[src/rtl/rsr_pkg.sv]
// Shared types and constants for the rotating substitution rotor.
package rsr_pkg;

  localparam int unsigned MaxSymbolsDef = 32;
  localparam int unsigned SizeW         = 6;
  localparam int unsigned CharW         = 8;
  localparam int unsigned EntryW        = 5;
  localparam int unsigned StatusW       = 2;
  localparam int unsigned SizeReset     = 26;
  localparam int unsigned SizeMin       = 2;

  typedef enum logic [1:0] {
    ACT_LOAD   = 2'd0,
    ACT_SETPOS = 2'd1,
    ACT_STEP   = 2'd2,
    ACT_CIPHER = 2'd3
  } action_e;

  typedef enum logic [StatusW-1:0] {
    ST_OK    = 2'd0,
    ST_MISS  = 2'd1,
    ST_RANGE = 2'd2
  } status_e;

endpackage

[src/rtl/rsr_ram.sv]
// Generic single-write, single-read RAM with registered read data.
module rsr_ram #(
  parameter int unsigned WIDTH = 8,
  parameter int unsigned DEPTH = 32,
  localparam int unsigned AW   = (DEPTH > 1) ? $clog2(DEPTH) : 1
) (
  input  logic             clk_i,
  input  logic             we_i,
  input  logic [AW-1:0]    waddr_i,
  input  logic [WIDTH-1:0] wdata_i,
  input  logic [AW-1:0]    raddr_i,
  output logic [WIDTH-1:0] rdata_o
);

  logic [WIDTH-1:0] mem_q [DEPTH];
  logic [WIDTH-1:0] rdata_q;

  always_ff @(posedge clk_i) begin
    if (we_i) begin
      mem_q[waddr_i] <= wdata_i;
    end
    rdata_q <= mem_q[raddr_i];
  end

  assign rdata_o = rdata_q;

endmodule

[src/rtl/rotating_substitution_rotor.sv]
// One cipher rotor: alphabet and wiring tables, position counter, step and substitute.
//
// Load and set-position commands finish at once: busy stays low and the result beat
// appears on the next cycle. A cipher command scans the alphabet table one entry per
// cycle through its single read port; a hit fetches the matching wiring entry as the
// result, a miss after the last of n entries gives status miss (n is the alphabet size
// in use). A step command first reduces position+1 modulo n with a shift-subtract unit,
// one quotient bit per cycle, then rotates the wiring table through its one read and
// one write port, one entry per cycle. The result beat is shown for one cycle
// on valid_o and cannot be held off, so the receiver must take it.
module rotating_substitution_rotor #(
  parameter int unsigned MAX_SYMBOLS = rsr_pkg::MaxSymbolsDef
) (
  input  logic                         clk_i,
  input  logic                         rst_ni,
  input  logic                         cfg_we_i,
  input  logic [rsr_pkg::SizeW-1:0]    cfg_wdata_i,
  input  logic                         start,
  output logic                         busy,
  input  logic [1:0]                   action_i,
  input  logic [rsr_pkg::EntryW-1:0]   entry_index_i,
  input  logic [rsr_pkg::CharW-1:0]    alphabet_char_i,
  input  logic [rsr_pkg::CharW-1:0]    wired_char_i,
  input  logic [rsr_pkg::EntryW-1:0]   start_position_i,
  input  logic [rsr_pkg::CharW-1:0]    symbol_in_i,
  output logic                         valid_o,
  output logic [rsr_pkg::CharW-1:0]    symbol_out_o,
  output logic [rsr_pkg::StatusW-1:0]  status_o,
  output logic                         carry_o
);

  localparam int unsigned Cap = (MAX_SYMBOLS < 32) ? MAX_SYMBOLS : 32;
  localparam int unsigned IW  = $clog2(Cap);
  localparam int unsigned RW  = IW + 1;
  localparam int unsigned SHW = $clog2(IW + 1);
  localparam int unsigned DW  = rsr_pkg::SizeW + IW;
  localparam int unsigned SW  = rsr_pkg::SizeW;
  localparam int unsigned CW  = rsr_pkg::CharW;

  typedef enum logic [2:0] {
    S_IDLE,
    S_SEARCH,
    S_FETCH,
    S_MOD,
    S_ROT_LAST,
    S_ROT,
    S_ROT_END
  } state_e;

  state_e                   state_q, state_d;
  logic [SW-1:0]            size_q, size_d;
  logic [IW-1:0]            position_q, position_d;
  logic                     valid_q, valid_d;
  logic [CW-1:0]            symbol_out_q, symbol_out_d;
  rsr_pkg::status_e         status_q, status_d;
  logic                     carry_q, carry_d;
  logic                     wrap_q, wrap_d;

  logic [IW-1:0]            idx_q, idx_d;
  logic [RW-1:0]            rem_q, rem_d;
  logic [SHW-1:0]           sh_q, sh_d;
  logic [CW-1:0]            sym_q, sym_d;
  logic [CW-1:0]            last_q, last_d;

  logic [SW-1:0]            n;
  logic [IW-1:0]            n_m1;
  logic [DW-1:0]            dvs;
  logic [DW-1:0]            rem_ext;
  logic [RW-1:0]            rem_sub;

  logic                     alpha_we;
  logic [IW-1:0]            alpha_raddr;
  logic [CW-1:0]            alpha_rdata;
  logic                     wire_we;
  logic [IW-1:0]            wire_waddr;
  logic [CW-1:0]            wire_wdata;
  logic [IW-1:0]            wire_raddr;
  logic [CW-1:0]            wire_rdata;
  logic                     accept;

  // Clamp the configured size between the minimum size and the table depth.
  always_comb begin
    if (size_q < SW'(rsr_pkg::SizeMin)) begin
      n = SW'(rsr_pkg::SizeMin);
    end else if (size_q > SW'(Cap)) begin
      n = SW'(Cap);
    end else begin
      n = size_q;
    end
  end

  assign n_m1    = IW'(n - SW'(1));
  assign dvs     = DW'(n) << sh_q;
  assign rem_ext = DW'(rem_q);
  assign rem_sub = (rem_ext >= dvs) ? RW'(rem_ext - dvs) : rem_q;
  assign accept  = start && (state_q == S_IDLE);

  always_comb begin
    state_d      = state_q;
    size_d       = cfg_we_i ? cfg_wdata_i : size_q;
    position_d   = position_q;
    valid_d      = 1'b0;
    symbol_out_d = '0;
    status_d     = rsr_pkg::ST_OK;
    carry_d      = 1'b0;
    wrap_d       = wrap_q;
    idx_d        = idx_q;
    rem_d        = rem_q;
    sh_d         = sh_q;
    sym_d        = sym_q;
    last_d       = last_q;
    alpha_we     = 1'b0;
    alpha_raddr  = '0;
    wire_we      = 1'b0;
    wire_waddr   = entry_index_i[IW-1:0];
    wire_wdata   = wired_char_i;
    wire_raddr   = '0;

    case (state_q)
      S_IDLE: begin
        if (accept) begin
          case (rsr_pkg::action_e'(action_i))
            rsr_pkg::ACT_LOAD: begin
              valid_d = 1'b1;
              if ({1'b0, entry_index_i} < (rsr_pkg::EntryW + 1)'(Cap)) begin
                alpha_we = 1'b1;
                wire_we  = 1'b1;
              end else begin
                status_d = rsr_pkg::ST_RANGE;
              end
            end
            rsr_pkg::ACT_SETPOS: begin
              valid_d = 1'b1;
              if (SW'(start_position_i) < n) begin
                position_d = start_position_i[IW-1:0];
              end else begin
                status_d = rsr_pkg::ST_RANGE;
              end
            end
            rsr_pkg::ACT_STEP: begin
              rem_d   = RW'(position_q) + RW'(1);
              sh_d    = SHW'(IW - 1);
              state_d = S_MOD;
            end
            rsr_pkg::ACT_CIPHER: begin
              sym_d       = symbol_in_i;
              idx_d       = '0;
              alpha_raddr = '0;
              state_d     = S_SEARCH;
            end
            default: begin
              state_d = S_IDLE;
            end
          endcase
        end
      end
      S_SEARCH: begin
        if (alpha_rdata == sym_q) begin
          wire_raddr = idx_q;
          state_d    = S_FETCH;
        end else if (idx_q == n_m1) begin
          valid_d  = 1'b1;
          status_d = rsr_pkg::ST_MISS;
          state_d  = S_IDLE;
        end else begin
          idx_d       = idx_q + IW'(1);
          alpha_raddr = idx_q + IW'(1);
        end
      end
      S_FETCH: begin
        valid_d      = 1'b1;
        symbol_out_d = wire_rdata;
        state_d      = S_IDLE;
      end
      S_MOD: begin
        // Restoring reduction, one quotient bit per cycle.
        rem_d = rem_sub;
        if (sh_q == '0) begin
          position_d = rem_sub[IW-1:0];
          wrap_d     = (rem_sub == '0);
          idx_d      = n_m1;
          wire_raddr = n_m1;
          state_d    = S_ROT_LAST;
        end else begin
          sh_d = sh_q - SHW'(1);
        end
      end
      S_ROT_LAST: begin
        // Hold the top entry; it wraps around to slot zero.
        last_d     = wire_rdata;
        wire_raddr = idx_q - IW'(1);
        state_d    = S_ROT;
      end
      S_ROT: begin
        wire_we    = 1'b1;
        wire_waddr = idx_q;
        wire_wdata = wire_rdata;
        if (idx_q == IW'(1)) begin
          state_d = S_ROT_END;
        end else begin
          idx_d      = idx_q - IW'(1);
          wire_raddr = idx_q - IW'(2);
        end
      end
      S_ROT_END: begin
        wire_we    = 1'b1;
        wire_waddr = '0;
        wire_wdata = last_q;
        valid_d    = 1'b1;
        carry_d    = wrap_q;
        state_d    = S_IDLE;
      end
      default: begin
        state_d = S_IDLE;
      end
    endcase
  end

  always_ff @(posedge clk_i or negedge rst_ni) begin
    if (!rst_ni) begin
      state_q      <= S_IDLE;
      size_q       <= SW'(rsr_pkg::SizeReset);
      position_q   <= '0;
      valid_q      <= 1'b0;
      symbol_out_q <= '0;
      status_q     <= rsr_pkg::ST_OK;
      carry_q      <= 1'b0;
    end else begin
      state_q      <= state_d;
      size_q       <= size_d;
      position_q   <= position_d;
      valid_q      <= valid_d;
      symbol_out_q <= symbol_out_d;
      status_q     <= status_d;
      carry_q      <= carry_d;
    end
  end

  always_ff @(posedge clk_i) begin
    wrap_q <= wrap_d;
    idx_q  <= idx_d;
    rem_q  <= rem_d;
    sh_q   <= sh_d;
    sym_q  <= sym_d;
    last_q <= last_d;
  end

  rsr_ram #(
    .WIDTH (CW),
    .DEPTH (Cap)
  ) u_alpha_ram (
    .clk_i   (clk_i),
    .we_i    (alpha_we),
    .waddr_i (entry_index_i[IW-1:0]),
    .wdata_i (alphabet_char_i),
    .raddr_i (alpha_raddr),
    .rdata_o (alpha_rdata)
  );

  rsr_ram #(
    .WIDTH (CW),
    .DEPTH (Cap)
  ) u_wire_ram (
    .clk_i   (clk_i),
    .we_i    (wire_we),
    .waddr_i (wire_waddr),
    .wdata_i (wire_wdata),
    .raddr_i (wire_raddr),
    .rdata_o (wire_rdata)
  );

  assign busy         = (state_q != S_IDLE);
  assign valid_o      = valid_q;
  assign symbol_out_o = symbol_out_q;
  assign status_o     = status_q;
  assign carry_o      = carry_q;

  // A result beat only leaves once the sequencer is back at rest.
  assert property (@(posedge clk_i) disable iff (!rst_ni) valid_o |-> !busy)
    else $error("result beat while sequencer busy");

  // Every accepted command either starts the sequencer or answers at once.
  assert property (@(posedge clk_i) disable iff (!rst_ni)
    (start && !busy) |=> (busy || valid_o))
    else $error("accepted command dropped");

  // Carry only comes with a clean step result.
  assert property (@(posedge clk_i) disable iff (!rst_ni)
    carry_o |-> (valid_o && status_o == rsr_pkg::ST_OK && symbol_out_o == '0))
    else $error("carry on a non-step result");

  // A stepped position stays below the alphabet size in use.
  assert property (@(posedge clk_i) disable iff (!rst_ni)
    (state_q == S_ROT_END) |-> (SW'(position_q) < n))
    else $error("stepped position not reduced");

endmodule
[config.mk]
export PLATFORM = sky130hd
export DESIGN_NAME = rotating_substitution_rotor
export DESIGN_NICKNAME = d
export VERILOG_FILES = /design/src/rtl/rsr_pkg.sv /design/src/rtl/rsr_ram.sv /design/src/rtl/rotating_substitution_rotor.sv
export SDC_FILE = /design/constraint.sdc
export NUM_CORES = 1
export LEC_CHECK = 0
export BUFFER_PORTS_ARGS = -buffer_cell sky130_fd_sc_hd__clkbuf_2
export CORE_AREA = 2 2 214 216
export DETAILED_ROUTE_END_ITERATION = 10
export DIE_AREA = 0 0 216 218
export PLACE_DENSITY = 0.71
export SYNTH_ARGS = -nofsm -noshare
export SYNTH_HDL_FRONTEND = slang
export SYNTH_HIERARCHICAL = 1
export SYNTH_SLANG_ARGS = --single-unit
export TNS_END_PERCENT = 50
[constraint.sdc]
create_clock -name clk_i -period 9.4 [get_ports clk_i]
set_clock_uncertainty 0.15 [all_clocks]
set_input_delay 0.94 -clock clk_i [delete_from_list [all_inputs] [get_ports clk_i]]
set_output_delay 0.94 -clock clk_i [all_outputs]
set_load 0.1 [all_outputs]
## Word level (Yosys, flattened, before mapping)

Memory sizes are Yosys's and may differ from the RTL's. A register that Yosys moved wholly into a read port is not among the register bits.
Index checks and enable logic that the tools add are counted.

| operators by class | value |
|---|---|
| $add $sub $neg | 7 |
| $lt $le $gt $ge | 4 |
| equality and inequality tests | 25 |
| shifts and indexed selects | 1 |
| mux-type cells | 59 |
| reductions and logical operators | 18 |

Operators with widths:

| operator | number |
|---|---|
| $mux 5 | 16 |
| $pmux 5 s4 | 2 |
| $mux 6 | 5 |
| $mux 3 | 8 |
| $pmux 5 s2 | 2 |
| $pmux 8 s2 | 1 |
| $pmux 3 s5 | 1 |
| $mux 1 | 14 |
| $ne 2x2->1 const B | 7 |
| $pmux 3 s2 | 2 |
| $pmux 6 s2 | 1 |
| $ge 6x11->1 | 1 |
| $shl 6x3->11 | 1 |
| $reduce_and 5->1 | 2 |
| $sub 5x1->5 const B | 2 |
| $eq 3x3->1 const B | 3 |
| $eq 8x8->1 | 1 |
| $mux 8 | 1 |
| $ne 2x1->1 const B | 4 |
| $reduce_and 7->1 | 1 |
| $add 5x1->6 const B | 1 |
| $eq 3x2->1 const B | 2 |
| $gt 6x6->1 const B | 1 |
| $logic_not 3->1 | 2 |
| 27 further kinds | 33 |

| storage, ports and cells | value |
|---|---|
| register bits after elaboration | 57 |
| RAM bits | 512 |
| input bits | 46 |
| memories | 2 |

Memory list:

| name | words | width | read ports | clocked after memory_dff | wr ports | RTL line | source |
|---|---|---|---|---|---|---|---|
| u_alpha_ram.mem_q | 32 | 8 | 1 | 1 | 1 | rsr_ram.sv:15 | `logic [WIDTH-1:0] mem_q [DEPTH];` |
| u_wire_ram.mem_q | 32 | 8 | 1 | 1 | 1 | rsr_ram.sv:15 |  |

## Longest topological paths before layout

| logic depth | value |
|---|---|
| depth in word-level cells | 8 |
| depth in mapped cells | 16 |
| gate-level depth less buffers | 13 |

## Cells and area by module

Netlist, hierarchy kept.

By module, submodules not included:

| module | times used | cells each | area each (µm²) |
|---|---|---|---|
| rsr_ram | 2 | 417 | 10053.4 |
| rotating_substitution_rotor | 1 | 495 | 4359.2 |

## Worst setup path before layout

OpenSTA, ideal clock, no wires.

| timing path | value |
|---|---|
| path kind | flip-flop to flip-flop |
| from | register size_q[2] |
| to | register u_alpha_ram.rdata_q[0], in the netlist u_alpha_ram/rdata_o[0] (read register of u_alpha_ram.mem_q) |
| library setup time | 0.121 ns |
| arrival time | 4.299 ns |
| data required time | 9.129 ns |
| setup slack | 4.830 ns |
| cell stages (with the launch flop) | 17 |
| path buffers | 3 |
| path through | dfrtp_1 -> buf_6 -> nor4_1 -> nor2_1 -> inv_1 -> ha_1 -> or3b_1 -> a221oi_2 -> xnor2_1 -> nor4_2 -> nand2b_2 -> nor2_1 -> clkbuf_1 -> clkbuf_1 -> mux4_2 -> mux4_2 -> mux2_2 |

| between the ends | value |
|---|---|
| cells in the longest elaborated chain, start to end | 8 |
| elaborated cells on any way between the ends | 9 |
| those cells by class | add/sub: 1; order compare: 2; eq/ne: 1; mux: 5 |

Ends and longest elaborated chain:

| what | RTL line | source |
|---|---|---|
| start, declared | rotating_substitution_rotor.sv:51 | `logic [SW-1:0] size_q, size_d;` |
| start signal, assigned | rotating_substitution_rotor.sv:222 | `size_q <= SW'(rsr_pkg::SizeReset);` |
| start signal, assigned | rotating_substitution_rotor.sv:230 | `size_q <= size_d;` |
| $gt 6x6->1 | rotating_substitution_rotor.sv:85 | `end else if (size_q > SW'(Cap)) begin` |
| $mux 6 | rotating_substitution_rotor.sv:85 |  |
| $mux 6 * | rotating_substitution_rotor.sv:83 | `if (size_q < SW'(rsr_pkg::SizeMin)) begin` |
| $sub 5x1->5 * | rotating_substitution_rotor.sv:92 | `assign n_m1 = IW'(n - SW'(1));` |
| $eq 5x5->1 * | rotating_substitution_rotor.sv:161 | `end else if (idx_q == n_m1) begin` |
| $mux 5 * | rotating_substitution_rotor.sv:161 |  |
| $mux 5 * | rotating_substitution_rotor.sv:158 | `if (alpha_rdata == sym_q) begin` |
| $mux 5 * | - |  |
| via alpha_raddr[2] | rotating_substitution_rotor.sv:72 | `logic [IW-1:0] alpha_raddr;` |
| end, declared | rsr_ram.sv:16 | `logic [WIDTH-1:0] rdata_q;` |

The timed path passes the listed nets; every way through them passes the cells marked *.
A chain may end at the register's enable or synchronous reset.

## Worst setup path after layout

| timing path | value |
|---|---|
| from | register size_q[2] |
| to | register u_alpha_ram.rdata_q[3], in the netlist u_alpha_ram/rdata_o[3] (read register of u_alpha_ram.mem_q) |

The elaborated chain is that of the path after synthesis.

==> flow_metrics.tcl <==
set metrics [dict create \
    die_h_um 218 \
    synthTopCellsByCount "543 x edfxtp_1, 160 x mux4_2, 99 x nor2_1, 34 x clkbuf_1, 32 x nand2_1" \
    fp.dieW_um 216 \
    h-tree-depth 2 \
    maxCapViolations 0 \
    io_pins 59 \
    cts_resized 0 \
    ctsHoldBuffers 0 \
    drc 0 \
    final_cell_area_um2 27400 \
    syn_area_per_cell_um2 18.4 \
    clkTransAtPathRegs_ns 0.07 \
    dr.first_iter.drc_count 1719 \
    dp_hpwl_um 33700 \
    tns_ns 0 \
    crit_start "size_q[2]$_DFFE_PN0P_" \
    final.period_utilization_pct 64.2 \
    power_mw 8.09 \
    cts_buffer_depth 3 \
    slowest_delay_ns 0.70 \
    cp.required_ns 9.74 \
    yosysMostFrequentCell "edfxtp_1" \
    hp-class "in -> async" \
    syn_inst 1329 \
    timing.rr.end "u_alpha_ram/rdata_o[3]$_DFF_P_" \
    netlist_area_um2 24500 \
    fin_nets 1457 \
    finalSetupViolCount 0 \
    p_leak_nw 8.74 \
    rsz0062_at_grt "no" \
    place_congestion 0.906 \
    tightest_slew_ns 1.33 \
    regToRegSetupSlack_ns 3.36 \
    dr.pass1.iters 5 \
    vias 12814 \
    insertion_delay_ns 0.62 \
    worstSetupPathType "reg -> reg" \
    dpl-instance-area_um2 25400 \
    wirelength_um 53600 \
    peakVddDrop_mv 0.245 \
    portBuffers 58 \
    reg2reg_depth 15 \
    drt-wirelength-per-cell_um 26.3 \
    ant_nets 0 \
    slew_headroom_pct 10.1 \
    cp_num_buf_inv 3 \
    critPathArrivalTime_ns 6.37 \
    synthDistinctLibCells 65 \
    dieArea_um2 47100 \
    hold_ws_ns 0.216 \
    initial_core_util_pct 54.5 \
    ys.flop_type "edfxtp_1" \
    grt_pass1_vias 12953 \
    path_delay_family "simple AND/OR/NAND/NOR gates" \
    worst_setup_path_start_kind "flip-flop" \
    cts_setup_buffers 0 \
    final_util_pct 60.9 \
    layout_min_cycle_time_ns 6.04 \
    viasPerCell 6.28 \
    synth-seq-cells 585 \
    ys_seq_area_share_pct 70.6 \
    drive_gt1_share_pct 26.7 \
    overflow 0 \
    synth_top_area_cell "edfxtp_1" \
    antenna_found_initial 0 \
    fmax_mhz 166 \
    grt_pass1_wl_um 80900 \
    synth_top_cell_area_share_pct 66.6 \
    num_rows 78 \
    area_delta_synth_final_pct 11.8 \
    grt_use_total_pct 23.3 \
    p_per_area_nw_per_um2 296 \
    numCtsBuffers 58 \
    syn_nets 1395 \
    cts.sinks 585 \
    synth_edf_count 543 \
    path_max_fanout 40 \
    cts_root_buf "clkbuf_16" \
    cpMaxStageDelayCell "buf_4" \
    synth.area.top_cells "edfxtp_1 67%, mux4_2 15%, dfrtp_1 2.4%" \
    worstPathCellList "nor4_1 -> nor2_1 -> inv_1 -> ha_1 -> or3b_1 -> a221oi_2 -> xnor2_1 -> nor4_2 -> nand2b_2 -> nor2_4 -> buf_4 -> buf_4 -> mux4_2 -> mux4_2 -> mux2_2" \
    end_kind "flip-flop" \
    n_fill_cell 3196 \
    cts_tree "done" \
    outcome "finished, final reports clean" \
    finalMaxSlewViolations 0 \
    r2r-start "size_q[2]$_DFFE_PN0P_" \
    grt_max_degree 65 \
    core_um2 44900 \
    diodes 0 \
    finalHoldViolations 0 \
    yosysWarningCount 6 \
    synth-async-reset-ratio_pct 4.44 \
]
## where the power goes
group / internal (mW) / switching [mW]
Clock: 1.41 / 0.972
Combinational: 1.08 / 1.36
Sequential: 3.13 / 0.139
## per-stage QoR
step / setup WS (ns) / cells
floorplan: 4.83 / 1329
global placement: 3.52 / 1931
detailed placement: 3.35 / 1931
CTS: 3.30 / 2040
global route: 2.93 / 2040
finish: 3.36 / 2040
## worst max-delay path by stage
stage                                endpoint  depth (start not counted)
2_1_floorplan  u_alpha_ram/rdata_o[0]$_DFF_P_                         16
4_1_cts        u_alpha_ram/rdata_o[3]$_DFF_P_                         15
5_1_grt        u_alpha_ram/rdata_o[2]$_DFF_P_                         15
3_5_place_dp   u_alpha_ram/rdata_o[3]$_DFF_P_                         15
6_report       u_alpha_ram/rdata_o[3]$_DFF_P_                         15
3_3_place_gp   u_alpha_ram/rdata_o[7]$_DFF_P_                         15
## sequential cells by signal, indices dropped and copies added (netlist names)
register             count
u_alpha_ram/mem_q      256
wrap_q                   1
sym_q                    8
u_wire_ram/mem_q       256
status_o                 2
u_alpha_ram/rdata_o      8
symbol_out_o             8
sh_q                     3
u_wire_ram/rdata_o       8
valid_o                  1
idx_q                    5
state_q                  3
carry_o                  1
last_q                   8
size_q                   6
position_q               5
rem_q                    6
## worst register-to-register path: stages (launching register included)
cell      delay [ns]
dfrtp_1         0.48
nor4_1          0.53
nor2_1          0.26
inv_1           0.17
ha_1            0.26
or3b_1          0.38
a221oi_2        0.39
xnor2_1         0.20
nor4_2          0.09
nand2b_2        0.28
nor2_4          0.11
buf_4           0.42
buf_4           0.72
mux4_2          0.67
mux4_2          0.51
mux2_2          0.28
## per-layer routing
layer	vias up	routed length, µm	track usage [%]
li1	5509	-	-
met5	-	0	0
met4	0	1200	6.35
met3	97	4370	4.78
met1	6641	22300	33.5
met2	567	25700	36.8
## logic make-up (layout without fill, tap and decap cells)
group,after synthesis,in the layout,synth area share [%]
multiplexers,190,190,16.1
XOR/XNOR,27,27,1.02
buffers and inverters,103,214,1.94
flip-flops,585,585,70.6
adder cells (fa/ha/maj),20,20,1.05
AND/OR/NAND/NOR,271,271,5.61
AO/OA/AOI/OAI,133,133,3.67
## layout by cell type (no fill, tap or decap), drive strengths merged, types with 12 or more instances in the layout
cell type / synthesis / routed
o22ai: 19 / 19
a21oi: 23 / 23
nand2b: 18 / 18
inv: 25 / 29
buf: 44 / 22
dfrtp: 23 / 23
nor2b: 15 / 15
nor3: 22 / 22
clkbuf: 34 / 134
dfxtp: 16 / 16
edfxtp: 543 / 543
nand3: 18 / 18
xor2: 14 / 14
clkinv: 0 / 18
mux4: 160 / 160
ha: 19 / 19
and2: 16 / 16
o31ai: 12 / 12
mux2: 23 / 23
nor2: 99 / 99
o21ai: 23 / 23
nand2: 32 / 32
xnor2: 12 / 12
## cell type report
class                      instances  area [µm²]  area share [%]
clock buffer                      76        1580            5.78
sequential                       585       17300            63.2
inverter                          25        93.8           0.343
tap                              600         751            2.74
multi-input combinational        641        6790            24.8
timing repair buffer              80         455            1.67
clock inverter                    33         405            1.48
No activity file was read; power rests on OpenSTA's default activity.
